`src/assert_macros.svh`:
```
// Assertion macros shared by the serializer RTL.
// Define NO_ASSERTIONS to compile the checks out.
`ifndef ASSERT_MACROS_SVH
`define ASSERT_MACROS_SVH
`ifndef NO_ASSERTIONS
// Same-cycle implication, disabled while reset is asserted.
`define ASSERT_IMPLIES(label, clk, rst_n, a, b) \
  label: assert property (@(posedge clk) disable iff (!(rst_n)) (a) |-> (b)) \
    else $error("assertion failed: implication");
// Next-cycle implication, disabled while reset is asserted.
`define ASSERT_NEXT(label, clk, rst_n, a, b) \
  label: assert property (@(posedge clk) disable iff (!(rst_n)) (a) |=> (b)) \
    else $error("assertion failed: next-cycle implication");
`else
`define ASSERT_IMPLIES(label, clk, rst_n, a, b)
`define ASSERT_NEXT(label, clk, rst_n, a, b)
`endif
`endif

```
`src/sfs_pkg.sv`:
```
// Package for the spectrum frame serializer: constants, types and byte formatting
// functions. Depends on nothing.
`timescale 1ns / 1ps
package sfs_pkg;

  localparam int BANDS_PER_FRAME = 16;
  localparam int POS_W = (BANDS_PER_FRAME < 2) ? 1 : $clog2(BANDS_PER_FRAME);

  // Deepest burst one item produces: header, band byte and checksum.
  localparam int BURST_DEPTH = 8;
  localparam int CNT_W = $clog2(BURST_DEPTH + 1);

  localparam int CFG_IDX_W = 2;
  localparam logic [CFG_IDX_W-1:0] CFG_START_FIRST  = 2'd0;
  localparam logic [CFG_IDX_W-1:0] CFG_START_SECOND = 2'd1;
  localparam logic [7:0] START_FIRST_RST  = 8'd165;
  localparam logic [7:0] START_SECOND_RST = 8'd90;

  localparam logic signed [15:0] BAND_FULL_SCALE = 16'sd4096;
  localparam logic [23:0] TEMPO_SAT_LIMIT = 24'd1048560;  // 65535 tenths in Q.4
  localparam logic [15:0] TEMPO_MAX = 16'hFFFF;

  typedef struct packed {
    logic signed [15:0] band_level;
    logic               band_present;
    logic signed [20:0] beats_per_minute;
  } item_t;

  // Clamp a Q4.12 level to 0..1.0 and round it to 0..255.
  function automatic logic [7:0] band_to_byte(logic signed [15:0] lvl, logic present);
    logic [12:0] v;
    logic [20:0] p;
    if (lvl[15]) begin
      v = 13'd0;
    end else if (lvl > BAND_FULL_SCALE) begin
      v = 13'd4096;
    end else begin
      v = lvl[12:0];
    end
    p = {v, 8'd0} - {8'd0, v} + 21'd2048;
    return present ? p[19:12] : 8'd0;
  endfunction

  // Tempo in tenths of a BPM, rounded half up and saturated.
  function automatic logic [15:0] tempo_tenths(logic signed [20:0] bpm);
    logic [23:0] t;
    logic [23:0] r;
    t = {1'b0, bpm[19:0], 3'd0} + {3'd0, bpm[19:0], 1'b0};
    r = t + 24'd8;
    if (bpm[20] || (bpm == 21'sd0)) begin
      return 16'd0;
    end else if (t > TEMPO_SAT_LIMIT) begin
      return TEMPO_MAX;
    end else begin
      return r[19:4];
    end
  endfunction

endpackage

```
`src/spectrum_frame_serializer_unit.sv`:
```
// Spectrum frame serializer: turns band levels into a framed byte stream.
// Depends on sfs_pkg and assert_macros.svh.
`timescale 1ns / 1ps
// An accepted item waits in the input register and moves to the byte buffer once the
// buffer is free; its first byte is then on the output straight from the buffer.
// Throughput: one byte leaves per cycle while out_ready is high, and an item makes
// 7 bytes for the first band of a frame, 1 for a middle band, 2 for the last band
// (8 when a frame holds a single band). The output byte port sets the pace.
// Reset (rst_n low, synchronous) empties the pipeline, clears the frame position,
// checksum and frame number, and restores the start byte registers.
`include "assert_macros.svh"
module spectrum_frame_serializer_unit (
  input  logic                              clk,
  input  logic                              rst_n,
  input  logic                              in_valid,
  output logic                              in_ready,
  input  logic signed [15:0]                in_band_level,
  input  logic                              in_band_present,
  input  logic signed [20:0]                in_beats_per_minute,
  output logic                              out_valid,
  input  logic                              out_ready,
  output logic [7:0]                        out_frame_byte,
  output logic                              out_frame_end,
  input  logic                              cfg_valid,
  output logic                              cfg_ready,
  input  logic [sfs_pkg::CFG_IDX_W-1:0]     cfg_index,
  input  logic [7:0]                        cfg_data
);

  localparam int ND = sfs_pkg::BURST_DEPTH;
  localparam int CW = sfs_pkg::CNT_W;
  localparam int PW = sfs_pkg::POS_W;

  // Configuration registers. The user must write them only while the block is idle; the
  // block itself does not enforce this. Writes are always accepted.
  logic [7:0] start_first_r, start_second_r;

  assign cfg_ready = 1'b1;

  always_ff @(posedge clk) begin
    if (!rst_n) begin
      start_first_r  <= sfs_pkg::START_FIRST_RST;
      start_second_r <= sfs_pkg::START_SECOND_RST;
    end else if (cfg_valid) begin
      case (cfg_index)
        sfs_pkg::CFG_START_FIRST:  start_first_r  <= cfg_data;
        sfs_pkg::CFG_START_SECOND: start_second_r <= cfg_data;
        default: ;
      endcase
    end
  end

  // Input register. It holds one raw word until the byte buffer can take all of
  // the bytes that word produces.
  sfs_pkg::item_t item_r;
  logic           item_vld_r;

  // Byte buffer: slot 0 is the byte on the output, later slots shift down one
  // per accepted output word.
  logic [7:0]    byte_r [ND];
  logic          end_r  [ND];
  logic [CW-1:0] cnt_r;

  // Frame state, updated when a word moves from the input register to the buffer.
  logic [PW-1:0] pos_r;
  logic [7:0]    sum_r;
  logic [15:0]   frame_num_r;

  logic pop, buf_free, load;

  assign out_valid      = (cnt_r != '0);
  assign out_frame_byte = byte_r[0];
  assign out_frame_end  = end_r[0];
  assign pop            = out_valid && out_ready;
  // The buffer can be refilled when empty or when its last byte leaves now.
  assign buf_free       = (cnt_r == '0) || ((cnt_r == CW'(1)) && pop);
  assign load           = item_vld_r && buf_free;
  assign in_ready       = !item_vld_r || load;

  always_ff @(posedge clk) begin
    if (!rst_n) begin
      item_vld_r <= 1'b0;
    end else if (in_ready) begin
      item_vld_r <= in_valid;
    end
  end

  always_ff @(posedge clk) begin
    if (in_ready && in_valid) begin
      item_r.band_level       <= in_band_level;
      item_r.band_present     <= in_band_present;
      item_r.beats_per_minute <= in_beats_per_minute;
    end
  end

  // Byte formatting for the word in the input register.
  logic          first, last;
  logic [7:0]    band_byte;
  logic [15:0]   tempo;
  logic [7:0]    hdr_sum, sum_base, chk;
  logic [7:0]    ld_byte [ND];
  logic          ld_end  [ND];
  logic [CW-1:0] ld_cnt;
  logic [PW-1:0] pos_nxt;
  logic [7:0]    sum_nxt;
  logic [15:0]   frame_num_nxt;

  always_comb begin
    first     = (pos_r == '0);
    last      = (pos_r == PW'(sfs_pkg::BANDS_PER_FRAME - 1));
    band_byte = sfs_pkg::band_to_byte(item_r.band_level, item_r.band_present);
    tempo     = sfs_pkg::tempo_tenths(item_r.beats_per_minute);
    hdr_sum   = frame_num_r[7:0] + frame_num_r[15:8] + tempo[7:0] + tempo[15:8];
    sum_base  = first ? hdr_sum : sum_r;
    chk       = sum_base + band_byte;

    for (int i = 0; i < ND; i++) begin
      ld_byte[i] = 8'd0;
      ld_end[i]  = 1'b0;
    end
    if (first) begin
      // Header, band byte and, for a one-band frame, the checksum as well.
      ld_byte[0] = start_first_r;
      ld_byte[1] = start_second_r;
      ld_byte[2] = frame_num_r[7:0];
      ld_byte[3] = frame_num_r[15:8];
      ld_byte[4] = tempo[7:0];
      ld_byte[5] = tempo[15:8];
      ld_byte[6] = band_byte;
      ld_byte[7] = chk;
      ld_end[7]  = 1'b1;
      ld_cnt     = last ? CW'(8) : CW'(7);
    end else begin
      ld_byte[0] = band_byte;
      ld_byte[1] = chk;
      ld_end[1]  = 1'b1;
      ld_cnt     = last ? CW'(2) : CW'(1);
    end

    pos_nxt       = last ? '0 : pos_r + PW'(1);
    sum_nxt       = last ? 8'd0 : chk;
    frame_num_nxt = first ? frame_num_r + 16'd1 : frame_num_r;
  end

  always_ff @(posedge clk) begin
    if (!rst_n) begin
      cnt_r       <= '0;
      pos_r       <= '0;
      sum_r       <= 8'd0;
      frame_num_r <= 16'd0;
    end else if (load) begin
      cnt_r       <= ld_cnt;
      pos_r       <= pos_nxt;
      sum_r       <= sum_nxt;
      frame_num_r <= frame_num_nxt;
    end else if (pop) begin
      cnt_r <= cnt_r - CW'(1);
    end
  end

  always_ff @(posedge clk) begin
    if (load) begin
      for (int i = 0; i < ND; i++) begin
        byte_r[i] <= ld_byte[i];
        end_r[i]  <= ld_end[i];
      end
    end else if (pop) begin
      for (int i = 0; i < ND - 1; i++) begin
        byte_r[i] <= byte_r[i+1];
        end_r[i]  <= end_r[i+1];
      end
    end
  end

  // The buffer never claims more bytes than it has slots.
  `ASSERT_IMPLIES(a_cnt_bound, clk, rst_n, 1'b1, cnt_r <= CW'(ND))
  // A checksum byte is always the last one in the buffer.
  `ASSERT_IMPLIES(a_end_last, clk, rst_n, out_valid && out_frame_end, cnt_r == CW'(1))
  // When the checksum is on the output the frame position has wrapped.
  `ASSERT_IMPLIES(a_end_wrap, clk, rst_n, out_valid && out_frame_end, pos_r == '0)
  // A refill always leaves bytes to send.
  `ASSERT_NEXT(a_load_fills, clk, rst_n, load, out_valid)

endmodule

```
`config.mk`:
```
export PLATFORM = sky130hd
export DESIGN_NAME = spectrum_frame_serializer_unit
export DESIGN_NICKNAME = d
export VERILOG_FILES = /design/src/sfs_pkg.sv /design/src/spectrum_frame_serializer_unit.sv
export VERILOG_INCLUDE_DIRS = /design/src /design/src/src
export SDC_FILE = /design/constraint.sdc
export NUM_CORES = 1
export LEC_CHECK = 0
export BUFFER_PORTS_ARGS = -buffer_cell sky130_fd_sc_hd__buf_4
export CORE_ASPECT_RATIO = 2
export CORE_MARGIN = 2
export CORE_UTILIZATION = 35
export DETAILED_ROUTE_END_ITERATION = 16
export PLACE_DENSITY = 0.6
export SETUP_SLACK_MARGIN = 0.3
export SLEW_MARGIN = 25
export SYNTH_ARGS = -nofsm -noshare
export SYNTH_HDL_FRONTEND = slang
export SYNTH_SLANG_ARGS = --single-unit
export TNS_END_PERCENT = 1
```
`constraint.sdc`:
```
create_clock -name clk -period 16.2 [get_ports clk]
set_input_delay 1.62 -clock clk [delete_from_list [all_inputs] [get_ports clk]]
set_output_delay 1.62 -clock clk [all_outputs]
set_load 0.02 [all_outputs]
```
### After elaboration in Yosys (flattened, before gate mapping)

Memories as Yosys holds them, arrays and structs flattened.
Cells that the tools add are included.

* output and inout port bits: 12
* memory bits (writable): 72
* logic and storage cells: 95
* memories kept: 2
* register bits after elaboration: 87

* $lt $le $gt $ge: 2
* $add $sub $neg: 11
* equality and inequality tests: 3
* mux-type cells: 36
* reductions and logical operators: 17
* bitwise gates (word level): 14

Memories
* byte_r: depth 8, bits a word 8, read ports 8, clocked after memory_dff 0, write ports 8, line spectrum_frame_serializer_unit.sv:60 `logic [7:0] byte_r [ND];`
* end_r: depth 8, bits a word 1, read ports 8, clocked after memory_dff 0, write ports 8, line spectrum_frame_serializer_unit.sv:61 `logic end_r [ND];`

Operators with widths (count)
* $mux W8: 10
* $mux W16: 3
* $mux W48: 1
* $add A8 B8 Y8: 4
* $mux W13: 2
* $add A23 B21 Y24: 1
* $gt A24 B20 Y1 const B: 1
* $logic_not A21 Y1: 1
* $add A20 B12 Y20 const B: 1
* $add A20 B4 Y20 const B: 1
* $mux W4: 5
* $sub A20 B13 Y20: 1
* $add A16 B1 Y16 const B: 1
* $gt A16 B14 Y1 const B: 1
* $mux W1: 14
* $or A1 B1 Y1: 14
* $logic_not A4 Y1: 2
* $reduce_and A2 Y1: 3
* $add A4 B1 Y4 const B: 1
* $eq A4 B1 Y1 const B: 1
* $eq A4 B4 Y1 const B: 1
* $logic_and A1 B1 Y1: 4
* $reduce_bool A4 Y1: 1
* $sub A4 B1 Y4 const B: 1
* other kinds (6): 8

### Longest topological paths before layout

Gate-level depths: netlist (run 1).

* word-level depth: 10
* mapped depth: 33

### Worst setup path before layout (run 1)

OpenSTA, ideal clock, no wires.

* kind: reg-to-reg
* start: register item_r[2] (netlist name)
* end: memory byte_r[7][7] (netlist: byte_r[1][31]), data pin
* slack: 8919 ps
* buffers on the path: 1
* cell stages (with the launch flop): 31
* data arrival time: 7025 ps
* clock period less this slack: 7281 ps
* data required time: 15944 ps
* cell sequence: edfxtp_1 ha_1 inv_1 fa_1 nand2b_1 a21o_1 o21ba_1 o21ai_1 a221oi_1 xnor2_1 or3_1 a31o_2 clkbuf_1 o21ai_1 fa_1 fa_1 inv_1 ha_1 fa_1 nand2_1 nand2_1 ha_1 a21oi_1 o21bai_1 a2111oi_1 o21ai_0 o221a_1 and4_1 o211a_1 o21ai_1 inv_1

RTL lines
* start, declared: line spectrum_frame_serializer_unit.sv:55 `sfs_pkg::item_t item_r;`
* end, declared: line spectrum_frame_serializer_unit.sv:60

==> results by group, run 1 <==
Setup path
  • Crit Path Category: reg2reg
  • CP max-delay cell: a2111oi_1
  • CP max stage delay: approximately 0.8 ns
  • Worst setup EP type: flop
  • Critical Path RT: 16.41 ns
  • Crit path DAT: just over 8 ns
  • Worst r2r src: item_r[2]
  • Worst Path Max Fanout: 15
  • Setup crit start kind: flop
  • Worst Setup SP: item_r[2]

Timing
  • RSZ-0062 raised after global routing: false
  • Final Skew: between 0.01 and 0.015 ns
  • Hold Vio Cnt, Final: 0
  • Final setup fails: 0
  • Relative slew slack: 0.3823
  • Slew Limit Fails: 0
  • Fmax: 127.0 MHz
  • Crit share post-route: 0.4862
  • Worst-Margin Slew: ~0.92 ns
  • Min Tclk post-route: 7.876 ns
  • Sum Neg Setup Slack: 0 ns

Logic synthesis
  • Syn_nets: ~1,100
  • #FFs+latches synth: approximately 160
  • Synth Cell Area: roughly 9700 µm²
  • Top cell type's share of synthesized area: 0.3397
  • Cells after synthesis: between 1,000 and 1,500
  • Top FF cell, synth: edfxtp_1
  • Mean Syn Cell Area: 9.551 µm²
  • EDFF count, synth: 110
  • Leading post-synthesis cells by cell area: edfxtp_1 (34%), dfxtp_1 (10%), ha_1 (7.5%)
  • Synth warn: 0
  • Seq/Total Area, Yosys: 0.4406
  • Synth cell types: 73
  • Async set or reset register ratio after synthesis: 0
  • Largest area contributor in the netlist: edfxtp_1

Run status
  • Outcome: finished clean

Global routing
  • Aggregate global routing overflow: 0
  • Number of global-route vias before repair: 7,432
  • First-pass GRT wire length: approximately 39,000 µm
  • Total GRT Usage: 0.1783
  • Initial antenna violation count: 0
  • Largest net degree at the start of global routing: 66

Power and ir drop
  • Worst VDD drop: ~0.000077 V
  • Flop pwr share: 0.344
  • Combinational cell fraction of total power: 0.465
  • Pleak: 4.484 nW
  • PnR Total Power: 2.021 mW
  • Internal power: about 1.2 mW
  • Psw: about 0.85 mW
  • Clock power frac: 0.191
  • Cell Pwr Density: 182.8 nW/µm²
  • Sw Share: 0.4185

Job
  • Max-Cap Viols: 0

Detailed routing
  • Met3 wire len: around 670 µm
  • Max layer used: met4
  • Vias: 7,449
  • # DRC: 0
  • Met2 WL: roughly 14,000 µm
  • Total wire length: 24,700 µm
  • Wirelength per Cell: 17.28 µm
  • Remaining antenna violation count: 0
  • Initial DRC count: approximately 350
  • M1 wire length: around 9000 µm
  • Via/cell ratio: 5.213
  • Initial DRT Pass Iterations: 5

Hold path
  • Worst hold path class: reg2reg
  • Hold Startpoint: sum_r[0]

Placement
  • DP Area: approximately 11,000 µm²
  • Port bufs: 63
  • Gpl congestion: roughly 0.9
  • Placed wire-length estimate: approximately 19,000 µm
  • Placed Cells: around 1,400

Clocking
  • Clk slew on worst S/H paths: about 0.070 ns
  • Cell chosen for the clock root: clkbuf_16
  • Clock Tree Buf Depth: 2
  • Clock sink count: ~160
  • H-tree depth: 4
  • Worst-Skew Late Latency: ~0.46 ns
  • Post-cts resize count: 0
  • CTS tree: done
  • Total CTS buffers: 17
  • Hold Buf Count CTS: 0
  • Post-CTS Setup Repair Bufs: 0

Final layout
  • Area occupied by multi-input gates: around 5000 µm²
  • Finished Layout Cells: between 1,000 and 1,500
  • Seq. cell area: 4284 µm²
  • Final instance area: about 11,000 µm²
  • # diodes: 0
  • Nets: between 1,000 and 1,500
  • FILL cells: between 2,000 and 3,000
  • Area grow syn2layout: 13.68%
  • Most frequent cells in the layout: nand2_1 (130), nor2_1 (111), edfxtp_1 (110), buf_4 (72), a21oi_1 (61)
  • Commonest non-fill, non-tap cell in the layout: nand2_1
  • Share of cells above drive strength 1: 0.1142

Floorplan
  • Initial Utilization: 0.3544
  • Die Ht: between 200 and 250 µm
  • Die Footprint: around 29,000 µm²
  • Die W: approximately 120 µm
  • Site row count: 86
  • IO Count: 65
  • Core area: between 20,000 and 30,000 µm²
## Yosys cell counts, types with 25 or more instances
cell        n
a21oi_1    61
clkbuf_1   31
dfxtp_1    49
edfxtp_1  110
ha_1       58
inv_1      59
nand2_1   130
nand3_1    25
nor2_1    111
o21ai_0    30
o21ai_1    27
xnor2_1    42
## stage by stage
step	utilization	setup WS, ns	hold WS (ns)
CTS	0.4028	8.290	0.4560
global route	0.4028	7.612	0.4740
floorplan	-	8.919	0.4321
detailed placement	0.3829	8.325	0.4453
global placement	0.3829	8.444	0.4394
finish	0.4028	8.324	0.4554
## path summary, 6_finish.rpt
check | end | slack, ns | depth (start not counted)
hold reg to reg | sum_r[0] | 0.46 | 2
setup / recovery | byte_r[1][31] | 8.32 | 31
setup reg to reg | byte_r[1][31] | 8.32 | 31
hold / removal | sum_r[0] | 0.46 | 2
## cells by family (layout without fill, tap and decap cells)
kind of cell    count (synthesis)  after routing  synth area share
fa+ha+maj                      74             74            0.1076
other cells                     1              1         0.0003857
mux                            22             22           0.02278
compound gates                229            229            0.1540
flops                         159            159            0.4406
simple gates                  366            366            0.1745
xor+xnor                       62             62           0.05585
buf+inv                       105            164           0.04427
## power groups by stage
stage | Sequential, mW | Clock (mW) | Combinational (mW)
after floorplan | 0.681 | 0 | 0.696
after global placement | 0.702 | 0 | 0.934
after detailed placement | 0.705 | 0 | 0.944
after CTS | 0.697 | 0.395 | 0.948
after global routing | 0.708 | 0.412 | 1.05
final | 0.694 | 0.386 | 0.941
## flip-flops by register name, indices dropped and copies added (netlist names)
register,count
byte_r,64
item_r,38
frame_num_r,16
end_r,8
start_first_r,8
start_second_r,8
sum_r,8
cnt_r,4
pos_r,4
item_vld_r,1
## worst max-delay path, delay by kind of cell, from the launching register on
family          cells  cell delay [ns]
buf+inv             3             0.18
flops               1             0.38
simple gates        5             0.96
fa+ha+maj           6             2.17
compound gates     15             3.66
xor+xnor            2             0.28
## routing by layer
| metal | track usage | vias to the layer above |
|---|---|---|
| met2 | 0.3489 | 123 |
| met4 | 0.07036 | 0 |
| met5 | 0 | - |
| met1 | 0.1792 | 3585 |
| met3 | 0.03429 | 30 |
| li1 | - | 3711 |
## cell type report
cell class,count,area share
Clock inverter,13,0.009396
Tap cell,352,0.03985
Sequential cell,159,0.3876
Inverter,60,0.02038
Timing Repair Buffer,72,0.04890
Clock buffer,19,0.04007
Multi-Input combinational cell,754,0.4538
No activity file was read; power rests on OpenSTA's default activity.
==> run 2: changes to the inputs <==
PLACE_DENSITY = 0.62   (was 0.6)
clock period = 6.4 ns   (was 16.2 ns; I/O delays follow)
==> run 2 against run 1 <==
  * The run now ends with negative setup slack left
  * Sequential cell count unchanged
  * Total power rose to 3.0 times the previous value
  * Core utilization is 5.5 points higher
  * Critical endpoint unchanged
  * First-iteration DRC count fell by 9.0%
  * Via count increased by 8.1%
  * Non-clock buffer count grew 147
  * Maximum frequency grew 12%
  * Final cell count rose by 10%
  * Critical path depth fell by 1
==> results by group, run 2 (synthesized netlist as in run 1, its figures left out) <==
Floorplan
  • Initial Utilization: 0.3544
  • Die Footprint: 29,210 µm²
  • Die W: 121.9 µm
  • IO Count: 65
  • Die Ht: about 240 µm
  • Core area: around 27,000 µm²
  • Site row count: 86

Clocking
  • Hold Buf Count CTS: 0
  • CTS tree: done
  • Clock Tree Buf Depth: 2
  • Clk slew on worst S/H paths: ~0.06 ns
  • H-tree depth: 4
  • Worst-Skew Late Latency: 0.45 ns
  • Clock sink count: 159
  • Cell chosen for the clock root: clkbuf_16
  • Total CTS buffers: 17

Global routing
  • Largest net degree at the start of global routing: 64
  • Aggregate global routing overflow: 0
  • Total GRT Usage: 0.1847
  • Initial antenna violation count: 0
  • Number of global-route vias before repair: a little over 8,000
  • First-pass GRT wire length: a little over 40,000 µm

Setup path
  • Crit path DAT: approximately 7.3 ns
  • Critical Path RT: around 6.6 ns
  • Crit Path Category: reg2reg
  • Top cell by count, worst path: buf_4
  • Worst Path Max Fanout: 5
  • CP max-delay cell: fa_2
  • CP max stage delay: approximately 0.57 ns
  • Worst setup EP type: flop
  • Setup crit start kind: flop

Detailed routing
  • Vias: a little over 8,000
  • Wirelength per Cell: roughly 17 µm
  • Total wire length: between 20,000 and 30,000 µm
  • # DRC: 0
  • Via/cell ratio: 5.114
  • Remaining antenna violation count: 0
  • Initial DRC count: about 320
  • Initial DRT Pass Iterations: 4

Placement
  • Placed wire-length estimate: around 20,000 µm
  • Gpl congestion: 0.9091
  • Port bufs: 63
  • Placed Cells: 1,528
  • Pre-CTS setup slack: -0.9624 ns

Timing
  • Min Tclk post-route: approximately 7 ns
  • Hold Vio Cnt, Final: 0
  • Final Skew: approximately 0.013 ns
  • Sum Neg Setup Slack: -2.026 ns
  • Final setup fails: 6
  • Crit share post-route: 1.102
  • Slew Limit Fails: 0
  • RSZ-0062 raised after global routing: true
  • Fmax: 141.8 MHz
  • Final worst slack: -0.6534 ns
  • Relative slew slack: 0.3321
  • Worst-Margin Slew: 0.9862 ns

Final layout
  • Most frequent cells in the layout: buf_4 (216), nand2_1 (127), edfxtp_1 (110), nor2_1 (107), a21oi_1 (56)
  • Max reg flops: 64
  • Finished Layout Cells: between 1,500 and 2,000
  • Share of cells above drive strength 1: 0.2692
  • Area grow syn2layout: 29.28%
  • Biggest register: byte_r
  • Nets: ~1,300
  • Finished Core Util: 0.4581
  • Commonest non-fill, non-tap cell in the layout: buf_4
  • # diodes: 0
  • Biggest regs: byte_r (64), item_r (38), frame_num_r (16)

Hold path
  • Worst hold path class: in2reg

Power and ir drop
  • PnR Total Power: just over 6 mW
  • Pleak: 5.252 nW
  • Cell Pwr Density: just under 500 nW/µm²
  • Worst VDD drop: roughly 0.00020 V

Run status
  • Outcome: finished, violations left
  • Failing checks: negative setup slack

Job
  • Max-Cap Viols: 0
[run 2: cell count changes in the layout (fill, tap and decap cells not counted), moves of 4 or more]
cell     change
buf_4      +144
ha_1        -13
ha_2         +7
o21ai_0      -7
ha_4         +6
o21ai_2      +6
o21ai_4      +6
a21oi_1      -5
o21ai_1      -5
a21oi_2      +4
nor2_1       -4
nor2_2       +4
[run 2: layer usage]
metal,vias to the layer above,track usage,part of all wire
li1,4004,-,-
met1,3829,0.1776,0.35
met2,153,0.3592,0.57
met3,64,0.02119,0.022
met4,0,0.1174,0.057
met5,-,0,0
[run 2: critical path: cells and delay by family (launching register included)]
family,cells,cell delay (ns)
flops,1,0.48
mux,1,0.13
compound gates,11,2.00
buf+inv,5,0.59
fa+ha+maj,6,2.23
simple gates,7,1.37
[run 2: area by class of cell]
class                           count  area (µm²)
Fill cell                        2614       14870
Clock inverter                     10       77.57
Timing Repair Buffer              219        1655
Tap cell                          352       440.4
Sequential cell                   159        4284
Inverter                           60       225.2
Clock buffer                       20       467.9
Multi-Input combinational cell    754        5419
[run 2: power by group]
part / internal (mW) / switching (mW) / total (mW)
combinational: 1.51 / 1.86 / 3.37
sequential: 1.61 / 0.132 / 1.74
clock: 0.529 / 0.436 / 0.965
[run 2: what timing repair did]
| action | in CTS | in global routing |
|---|---|---|
| setup endpoints to repair | 16 | 16 |
| buffers inserted | 7 | 9 |
| pin swaps | 22 | 33 |
| resized for setup | 43 | 25 |
[run 2: path summary, 6_finish.rpt]
check	cells past startpoint	start	slack, ns	to
max reg2reg	30	item_r[7]	-0.65	byte_r[1][31]
min reg2reg	2	sum_r[0]	0.45	sum_r[0]
max	30	item_r[7]	-0.65	byte_r[1][31]
min	1	in_band_level[3]	0.36	item_r[25]
[run 2: per-stage QoR]
step / instance area, µm² / hold WS [ns]
3_3_place_gp: 11570 / 0.4391
3_5_place_dp: 11570 / 0.4473
5_1_grt: 12570 / 0.3524
2_1_floorplan: 9817 / 0.4321
6_report: 12570 / 0.3633
4_1_cts: 12360 / 0.3452
